[config.mk]
export PLATFORM = sky130hd
export DESIGN_NAME = internet_checksum_pseudo_hdr_top_flat
export DESIGN_NICKNAME = d
export VERILOG_FILES = /design/src/hdl/hci_pkg.sv /design/src/hdl/hci_if.sv /design/src/hdl/hci_accum.sv /design/src/hdl/hci_final.sv /design/src/hdl/internet_checksum_pseudo_hdr_top.sv /design/src/flat_wrapper.sv
export VERILOG_INCLUDE_DIRS = /design/src /design/src/hdl
export SDC_FILE = /design/constraint.sdc
export NUM_CORES = 1
export LEC_CHECK = 0
export BUFFER_PORTS_ARGS = -buffer_cell sky130_fd_sc_hd__buf_2
export CORE_ASPECT_RATIO = 0.5
export CORE_MARGIN = 2
export CORE_UTILIZATION = 40
export CTS_CLUSTER_SIZE = 16
export DETAILED_ROUTE_END_ITERATION = 8
export PLACE_DENSITY = 0.57
export SYNTH_ARGS = -nofsm -noshare
export SYNTH_HDL_FRONTEND = slang
export SYNTH_SLANG_ARGS = --single-unit
[constraint.sdc]
create_clock -name clk -period 20.2 [get_ports clk]
set_input_delay 4.04 -clock clk [delete_from_list [all_inputs] [get_ports clk]]
set_output_delay 4.04 -clock clk [all_outputs]
set_load 0.1 [all_outputs]
[src/hdl/assert_macros.svh]
`ifndef ASSERT_MACROS_SVH
`define ASSERT_MACROS_SVH

// Implication checked on the same edge, disabled during reset.
`define AST_SAME(label, clk, rst_n, ante, cons) \
	label: assert property (@(posedge clk) disable iff (!rst_n) (ante) |-> (cons)) \
		else $error("assertion failed");

// Implication checked on the following edge, disabled during reset.
`define AST_NEXT(label, clk, rst_n, ante, cons) \
	label: assert property (@(posedge clk) disable iff (!rst_n) (ante) |=> (cons)) \
		else $error("assertion failed");

`endif

[src/hdl/hci_pkg.sv]
`timescale 1ns / 1ps

package hci_pkg;

	// mode codes; the unused code is summed as plain
	localparam logic [1:0] MODE_PLAIN = 2'd0;
	localparam logic [1:0] MODE_UDP   = 2'd1;
	localparam logic [1:0] MODE_TCP   = 2'd2;

	localparam logic [15:0] PROTO_UDP   = 16'd17;
	localparam logic [15:0] PROTO_TCP   = 16'd6;
	localparam logic [15:0] PSEUDO_BIAS = 16'd8;
	localparam logic [15:0] COUNT_MAX   = 16'hFFFF;

	// packet snapshot taken on the last byte
	typedef struct packed {
		logic [15:0] sum;
		logic [15:0] pad_word;
		logic [1:0]  mode;
		logic [15:0] count;
		logic        overflow;
	} hci_snap_t;

	// ones' complement add with end-around carry
	function automatic logic [15:0] oc_add(input logic [15:0] a, input logic [15:0] b);
		logic [16:0] s;
		logic [16:0] f;
		s = {1'b0, a} + {1'b0, b};
		f = {1'b0, s[15:0]} + {16'd0, s[16]};
		return f[15:0];
	endfunction

endpackage

[src/hdl/hci_if.sv]
`timescale 1ns / 1ps

interface hci_byte_if;
	logic       valid;
	logic       ready;
	logic [7:0] data_byte;
	logic [1:0] mode;
	logic       last;

	modport source (output valid, output data_byte, output mode, output last, input ready);
	modport sink (input valid, input data_byte, input mode, input last, output ready);
endinterface

interface hci_result_if;
	logic        valid;
	logic        ready;
	logic [15:0] checksum_value;
	logic [15:0] byte_total;
	logic        too_long;

	modport source (output valid, output checksum_value, output byte_total, output too_long,
		input ready);
	modport sink (input valid, input checksum_value, input byte_total, input too_long,
		output ready);
endinterface

[src/hdl/hci_accum.sv]
`timescale 1ns / 1ps

module hci_accum
	import hci_pkg::*;
(
	input  logic      clk,
	input  logic      arst_n,
	hci_byte_if.sink  pkt,
	input  logic      s1_ready,
	output logic      s1_valid,
	output hci_snap_t snap_s1
);

	logic [15:0] sum_q;
	logic [7:0]  held_q;
	logic        odd_q;
	logic [1:0]  mode_q;
	logic [15:0] cnt_q;
	logic        in_pkt_q;
	logic        ovf_q;

	logic [15:0] sum_nxt;
	logic [7:0]  held_nxt;
	logic        odd_nxt;
	logic [1:0]  mode_nxt;
	logic [15:0] cnt_nxt;
	logic        ovf_nxt;
	logic        cnt_sat;
	logic        accept;

	assign pkt.ready = !s1_valid || s1_ready;
	assign accept    = pkt.valid && pkt.ready;

	always_comb begin
		mode_nxt = in_pkt_q ? mode_q : pkt.mode;
		cnt_sat  = (cnt_q == COUNT_MAX);
		cnt_nxt  = cnt_sat ? cnt_q : cnt_q + 16'd1;
		ovf_nxt  = ovf_q | cnt_sat;
		sum_nxt  = odd_q ? oc_add(sum_q, {held_q, pkt.data_byte}) : sum_q;
		held_nxt = odd_q ? held_q : pkt.data_byte;
		odd_nxt  = ~odd_q;
	end

	always_ff @(posedge clk or negedge arst_n) begin
		if (!arst_n) begin
			sum_q    <= '0;
			held_q   <= '0;
			odd_q    <= 1'b0;
			mode_q   <= MODE_PLAIN;
			cnt_q    <= '0;
			in_pkt_q <= 1'b0;
			ovf_q    <= 1'b0;
		end else if (accept) begin
			if (pkt.last) begin
				sum_q    <= '0;
				held_q   <= '0;
				odd_q    <= 1'b0;
				mode_q   <= MODE_PLAIN;
				cnt_q    <= '0;
				in_pkt_q <= 1'b0;
				ovf_q    <= 1'b0;
			end else begin
				sum_q    <= sum_nxt;
				held_q   <= held_nxt;
				odd_q    <= odd_nxt;
				mode_q   <= mode_nxt;
				cnt_q    <= cnt_nxt;
				in_pkt_q <= 1'b1;
				ovf_q    <= ovf_nxt;
			end
		end
	end

	always_ff @(posedge clk or negedge arst_n) begin
		if (!arst_n) begin
			s1_valid <= 1'b0;
		end else if (accept && pkt.last) begin
			s1_valid <= 1'b1;
		end else if (s1_ready) begin
			s1_valid <= 1'b0;
		end
	end

	// snapshot payload, no reset
	always_ff @(posedge clk) begin
		if (accept && pkt.last) begin
			snap_s1.sum      <= sum_nxt;
			snap_s1.pad_word <= odd_nxt ? {held_nxt, 8'h00} : 16'h0000;
			snap_s1.mode     <= mode_nxt;
			snap_s1.count    <= cnt_nxt;
			snap_s1.overflow <= ovf_nxt;
		end
	end

endmodule

[src/hdl/hci_final.sv]
`timescale 1ns / 1ps

module hci_final
	import hci_pkg::*;
(
	input  logic        clk,
	input  logic        arst_n,
	input  logic        s1_valid,
	input  hci_snap_t   snap_s1,
	output logic        s1_ready,
	hci_result_if.source res
);

	logic        out_valid_q;
	logic [15:0] csum_q;
	logic [15:0] total_q;
	logic        long_q;

	logic [15:0] term;
	logic [17:0] raw;
	logic [16:0] fold1;
	logic [16:0] fold2;

	assign s1_ready = !out_valid_q || res.ready;

	// three-term sum, then two end-around folds
	always_comb begin
		case (snap_s1.mode)
			MODE_UDP: term = snap_s1.count + PROTO_UDP - PSEUDO_BIAS;
			MODE_TCP: term = snap_s1.count + PROTO_TCP - PSEUDO_BIAS;
			default:  term = 16'h0000;
		endcase
		raw   = {2'b00, snap_s1.sum} + {2'b00, snap_s1.pad_word} + {2'b00, term};
		fold1 = {1'b0, raw[15:0]} + {15'd0, raw[17:16]};
		fold2 = {1'b0, fold1[15:0]} + {16'd0, fold1[16]};
	end

	always_ff @(posedge clk or negedge arst_n) begin
		if (!arst_n) begin
			out_valid_q <= 1'b0;
		end else if (s1_ready) begin
			out_valid_q <= s1_valid;
		end
	end

	always_ff @(posedge clk) begin
		if (s1_valid && s1_ready) begin
			csum_q  <= ~fold2[15:0];
			total_q <= snap_s1.count;
			long_q  <= snap_s1.overflow;
		end
	end

	assign res.valid          = out_valid_q;
	assign res.checksum_value = csum_q;
	assign res.byte_total     = total_q;
	assign res.too_long       = long_q;

endmodule

[src/hdl/internet_checksum_pseudo_hdr_top.sv]
// Channel  Dir  Payload                                   Transfer
// pkt      in   data_byte[7:0], mode[1:0], last           valid && ready
// res      out  checksum_value[15:0], byte_total[15:0],   valid && ready
//               too_long
//
// One byte is taken per cycle while pkt.ready is high; the running state
// updates on each transfer. A byte marked last lands in a snapshot register;
// the result then passes through the finishing stage and the output register.
// pkt.ready drops only while a snapshot waits behind a stalled result.
// Reset (arst_n low) clears all packet state; the next byte starts a packet.
`timescale 1ns / 1ps
`include "assert_macros.svh"

module internet_checksum_pseudo_hdr_top
	import hci_pkg::*;
(
	input  logic         clk,
	input  logic         arst_n,
	hci_byte_if.sink     pkt,
	hci_result_if.source res
);

	// handoff between the accumulator and the finishing stage
	logic      s1_valid;
	logic      s1_ready;
	hci_snap_t snap_s1;

	// accumulator: pairs bytes big-endian, end-around add, counts bytes,
	// latches mode on the first byte, snapshots on last
	hci_accum u_accum (
		.clk      (clk),
		.arst_n   (arst_n),
		.pkt      (pkt),
		.s1_ready (s1_ready),
		.s1_valid (s1_valid),
		.snap_s1  (snap_s1)
	);

	// finishing stage: odd-byte pad plus pseudo-header length term, fold,
	// complement, output register
	hci_final u_final (
		.clk      (clk),
		.arst_n   (arst_n),
		.s1_valid (s1_valid),
		.snap_s1  (snap_s1),
		.s1_ready (s1_ready),
		.res      (res)
	);

	// a last-byte transfer always leaves a snapshot pending
	`AST_NEXT(a_last_snap, clk, arst_n, pkt.valid && pkt.ready && pkt.last, s1_valid)
	// input stalls only behind a pending snapshot and a stalled result
	`AST_SAME(a_stall_cause, clk, arst_n, !pkt.ready, s1_valid && res.valid && !res.ready)
	// too-long results carry the saturated count
	`AST_SAME(a_long_sat, clk, arst_n, res.valid && res.too_long, res.byte_total == COUNT_MAX)

endmodule
[src/flat_wrapper.sv]
// flat-port wrapper written by rule: the top's interface ports become plain ports
module internet_checksum_pseudo_hdr_top_flat import hci_pkg::*;
  (clk, arst_n, pkt_valid, pkt_data_byte, pkt_mode, pkt_last, pkt_ready, res_valid, res_checksum_value, res_byte_total, res_too_long, res_ready);
  hci_byte_if pkt_i ();
  hci_result_if res_i ();
  input  logic clk;
  input  logic arst_n;
  input wire logic [$bits(pkt_i.valid)-1:0] pkt_valid;
  input wire logic [$bits(pkt_i.data_byte)-1:0] pkt_data_byte;
  input wire logic [$bits(pkt_i.mode)-1:0] pkt_mode;
  input wire logic [$bits(pkt_i.last)-1:0] pkt_last;
  output wire logic [$bits(pkt_i.ready)-1:0] pkt_ready;
  output wire logic [$bits(res_i.valid)-1:0] res_valid;
  output wire logic [$bits(res_i.checksum_value)-1:0] res_checksum_value;
  output wire logic [$bits(res_i.byte_total)-1:0] res_byte_total;
  output wire logic [$bits(res_i.too_long)-1:0] res_too_long;
  input wire logic [$bits(res_i.ready)-1:0] res_ready;
  assign pkt_i.valid = pkt_valid;
  assign pkt_i.data_byte = pkt_data_byte;
  assign pkt_i.mode = pkt_mode;
  assign pkt_i.last = pkt_last;
  assign pkt_ready = pkt_i.ready;
  assign res_valid = res_i.valid;
  assign res_checksum_value = res_i.checksum_value;
  assign res_byte_total = res_i.byte_total;
  assign res_too_long = res_i.too_long;
  assign res_i.ready = res_ready;
  internet_checksum_pseudo_hdr_top u_core (.clk(clk), .arst_n(arst_n), .pkt(pkt_i), .res(res_i));
endmodule
Word-level counts from Yosys, hierarchy flattened
Cells that the tools add are included.
Storage, ports and cells
  register bits after elaboration: 131
  output and inout bits: 35
  logic and storage cells: 57
Operators by class
  $add $sub $neg: 11
  equality and inequality tests: 3
  mux-type cells: 14
  bitwise logic cells: 3
  reduce and logical (&&, ||, !) cells: 8
Operators with widths (count)
  16-bit two-way mux: 4
  16-bit by 16-bit adder with 17-bit output: 2
  16-bit by 1-bit adder with 16-bit output: 2
  16-bit case mux with 2 select lines: 1
  16-bit by 4-bit subtractor with 16-bit output (second input constant): 2
  17-bit by 16-bit adder with 18-bit output: 1
  16-bit by 2-bit adder with 17-bit output: 1
  16-bit by 1-bit adder with 16-bit output (second input constant): 1
  16-bit by 3-bit adder with 16-bit output (second input constant): 1
  16-bit by 5-bit adder with 16-bit output (second input constant): 1
  16-bit == test (second input constant): 1
  8-bit two-way mux: 2
  16-bit NOT: 1
  1-bit two-way mux: 5
  2-bit two-way mux: 2
  1-bit logical AND: 3
  2-bit by 1-bit == test with 1-bit output (second input constant): 1
  2-bit == test (second input constant): 1
  1-bit logical NOT: 2
  1-bit logical OR: 2
  2-bit nonzero test: 1
  1-bit NOT: 1
  1-bit OR: 1

Logic depth before layout (Yosys ltp)
  word-level depth: 7
  depth in mapped cells: 34

Modules after synthesis
Synthesis repeated with hierarchy kept, for this count alone.
Second synthesis, totals
  cell total of the unflattened synthesis: 867
  area, all modules: 8589.5 um^2
By module, submodules not included
  hci_accum: times used 1, cells each 476, area an instance 4956.0 um^2, seq. area each 2442.3 um^2
  hci_final: times used 1, cells each 391, area an instance 3633.5 um^2, seq. area each 1016.0 um^2

Least setup slack after synthesis
Ideal clock, no wire load.
  kind: input to output
  start: input res_ready
  end: output pkt_ready
  arrival: 4.873 ns
  path slack: 11.287 ns
  stages on the path: 1
  path buffers: 0
  cells stage by stage: nand3b_1
On the way
  longest elaborated chain between the ends: 2
RTL lines
  start, declared: line flat_wrapper.sv:17  | input wire logic [$bits(res_i.ready)-1:0] res_ready;
  1-bit logical OR: line hci_final.sv:24  | assign s1_ready = !out_valid_q || res.ready;
  1-bit logical OR: line hci_accum.sv:31  | assign pkt.ready = !s1_valid || s1_ready;
  end, declared: line flat_wrapper.sv:12  | output wire logic [$bits(pkt_i.ready)-1:0] pkt_ready;
Every way passes these cells.

Final worst setup path
Ends and elaborated chain as after synthesis.

==> metrics.cfg <==
[clock_network]
clk_path_buf_depth = 2
cts_resized = 0
ctsHoldBuffers = 0
clock-sinks = 123
clkLatencyLatePin_ns = 0.43
clk_pin_slew_worst_paths_ns = 0.06
root_buffer = clkbuf_16
cts_tree = yes
htree_levels = 4
postCtsSetupRepairBufs = 0
cts_buffers = 17

[logic_synthesis]
avgSynthCellArea_um2 = 9.84
yosysUniqueCellTypes = 68
synth-seq-cells = 123
ys_seq_area_share_pct = 42.1
synth_edf_count = 76
synth_warnings = 0
syn_inst = 836
yosys_most_used_dff = edfxtp_1
synth_fp_nets = 913
syn_area_um2 = 8220
async_reset_ff_share_pct = 38.2

[timing]
fmax_mhz = 114
finalCritPeriodShare_pct = 43.4
hold_viol = 0
rsz0062_at_grt = no
fin_crit_ns = 8.77
setup_ws_ns = 11.43
slew_viol_final = 0
tightest_slew_ns = 0.917
fin_tns_setup_ns = 0
slew-limit-headroom_pct = 38.9
setup_violations = 0
hold_ws_ns = 0.429
skew_ns = 0.0106

[critical_path]
crit_start = res_ready
max_stage_delay_ns = 0.45
path_cells = buf_2 > nand3b_1 > buf_2
critPathMostFrequentCell = buf_2
crit_buf_inv = 2
endpoint_kind = primary output
crit-reg2reg-launch = u_core.u_accum.snap_s1[3]$_DFFE_PP_
path_delay_family = buffers and inverters
crit_arrival_ns = 4.73
crit_type = in2out
startpoint_type = input port
crit_fanout = 4
critPathSlowestCell = buf_2
critPathRequiredTime_ns = 16.16

[placed_design]
pre_cts_ws_ns = 11.42
dp.cells = 1133
place_congestion = 0.872
dpl_cell_area_um2 = 8750
dp_hpwl_mm = 14.2
portBuffers = 49

[drt]
via_count = 6375
drc_errors = 0
wl_per_cell_um = 16.7
ant_nets = 0
drt-pass1-iter-count = 5
viasPerCell = 5.47
drt_iter0_drc = 511
wirelength_mm = 19.4

[cells_and_area]
fill_cells = 1953
area_growth_syn_to_layout_pct = 14.1
design_area_um2 = 9380
fin_cells = 1165
multiInputGateArea_um2 = 4490
layout.nets = 956
drive_gt1_share_pct = 12.9
regArea_um2 = 3460
n_antenna_cell = 0

[grt]
grt_antenna_before_repair = 0
grt_pass1_vias = 5947
grt_max_degree = 59
grt.total_usage_pct = 18.8
grt_pass1_wl_mm = 31.4
grt-ovfl-total = 0

[pwr]
p_per_area_nw_per_um2 = 109
vdd_ir_drop_max_mv = 0.0475
total_leakage_power_uw = 0.00387

[die]
dieArea_um2 = 21800
die_w_um = 207
ios = 50
core_um2 = 20400
rows = 37
die_h_um = 105
start_util_pct = 40.4

[worst_hold_path]
hold_class = reg2reg
worstHoldStart = u_core.u_accum.snap_s1[0]$_DFFE_PP_

[status]
status = complete, no violations

[run]
drv_cap = 0

synthesized netlist by cell type (15+ instances only):
master / n / area (um2)
nand2_1: 74 / 278
and3_1: 15 / 93.8
nor2_1: 61 / 229
nor3_1: 19 / 95.1
nor2b_1: 23 / 144
clkbuf_1: 26 / 97.6
ha_1: 51 / 638
dfrtp_1: 47 / 1180
xnor2_1: 40 / 350
inv_1: 43 / 161
o21ai_0: 45 / 225
xor2_1: 32 / 280
edfxtp_1: 76 / 2280
a21oi_1: 57 / 285
a22o_1: 16 / 140
nand3_1: 18 / 90.1
layer usage:
| metal | global-route usage, % | share of wire [%] | up-vias |
|---|---|---|---|
| met5 | 0 | 0 | - |
| met4 | 6.43 | 1.7 | 0 |
| met3 | 3.46 | 4.6 | 27 |
| met2 | 26.6 | 42 | 124 |
| met1 | 28.5 | 51 | 3083 |
| li1 | - | - | 3141 |
final cells by class:
type / count / share of cell area [%]
Clock buffer: 17 / 4.53
Multi-Input combinational cell: 638 / 47.9
Inverter: 44 / 1.76
Timing Repair Buffer: 55 / 3.09
Clock inverter: 15 / 2.24
Sequential cell: 123 / 36.9
Tap cell: 273 / 3.64
layout by cell type (no fill, tap or decap), drive strengths merged, types with 13 or more instances in the layout:
| master | count |
|---|---|
| nor3 | 19 |
| xnor2 | 41 |
| nor2b | 23 |
| inv | 49 |
| buf | 55 |
| ha | 51 |
| a21oi | 58 |
| edfxtp | 76 |
| clkbuf | 17 |
| and3 | 16 |
| or3 | 13 |
| nand3 | 21 |
| xor2 | 32 |
| a22o | 16 |
| dfrtp | 47 |
| nand2b | 13 |
| o21ai | 46 |
| nor2 | 61 |
| nand2 | 74 |
| nand4 | 14 |
path summary, 6_finish.rpt:
path                                                                        end  slack (ns)  depth (start not counted)
worst max-delay path                                                  pkt_ready       11.43                          3
worst min-delay path                      u_core.u_final.res.too_long$_DFFE_PP_        0.43                          0
worst max register to register  u_core.u_final.res.checksum_value[15]$_DFFE_PP_       11.54                         33
worst min register to register            u_core.u_final.res.too_long$_DFFE_PP_        0.43                          0
max in group asynchronous                  u_core.u_accum.held_q[4]$_DFFE_PN0P_       16.04                          2
min in group asynchronous                   u_core.u_accum.sum_q[8]$_DFFE_PN0P_        3.72                          2
worst reg2reg max path, delay by kind of cell (launching register included):
family	cells	cell delay, ns
AND/OR/NAND/NOR	12	3.46
AO/OA/AOI/OAI	11	2.22
adder cells (fa/ha/maj)	6	1.74
flip-flops	1	0.50
XOR/XNOR	2	0.33
buffers and inverters	2	0.17
sequential cells by signal, indices dropped and copies added (netlist names):
register and count:
u_core.u_accum.ovf_q 1, u_core.u_accum.mode_q 2, u_core.u_accum.s1_valid 1, u_core.u_final.res.too_long 1
u_core.u_accum.sum_q 16, u_core.u_accum.cnt_q 16, u_core.u_final.res.valid 1, u_core.u_accum.held_q 8
u_core.u_final.res.checksum_value 16, u_core.u_accum.snap_s1 43, u_core.u_accum.in_pkt_q 1, u_core.u_final.res.byte_total 16
u_core.u_accum.odd_q 1
power breakdown:
part	switching, uW	internal (uW)
Combinational	233	117
Sequential	25.2	309
Clock	126	209
Total	384	635
stage by stage:
step	utilization, %	power [uW]
floorplan	-	610
global placement	42.9	680
detailed placement	42.9	686
CTS	46.1	1020
global route	46.1	1080
finish	46.1	1020
cell families after synthesis:
| group | Yosys count | synth area share (%) |
|---|---|---|
| simple gates | 286 | 18.0 |
| compound gates | 201 | 16.1 |
| flops | 123 | 42.1 |
| buf+inv | 75 | 3.44 |
| xor+xnor | 73 | 7.87 |
| fa+ha+maj | 62 | 10.4 |
| mux | 16 | 2.10 |
(Power assumes the default switching activity.)
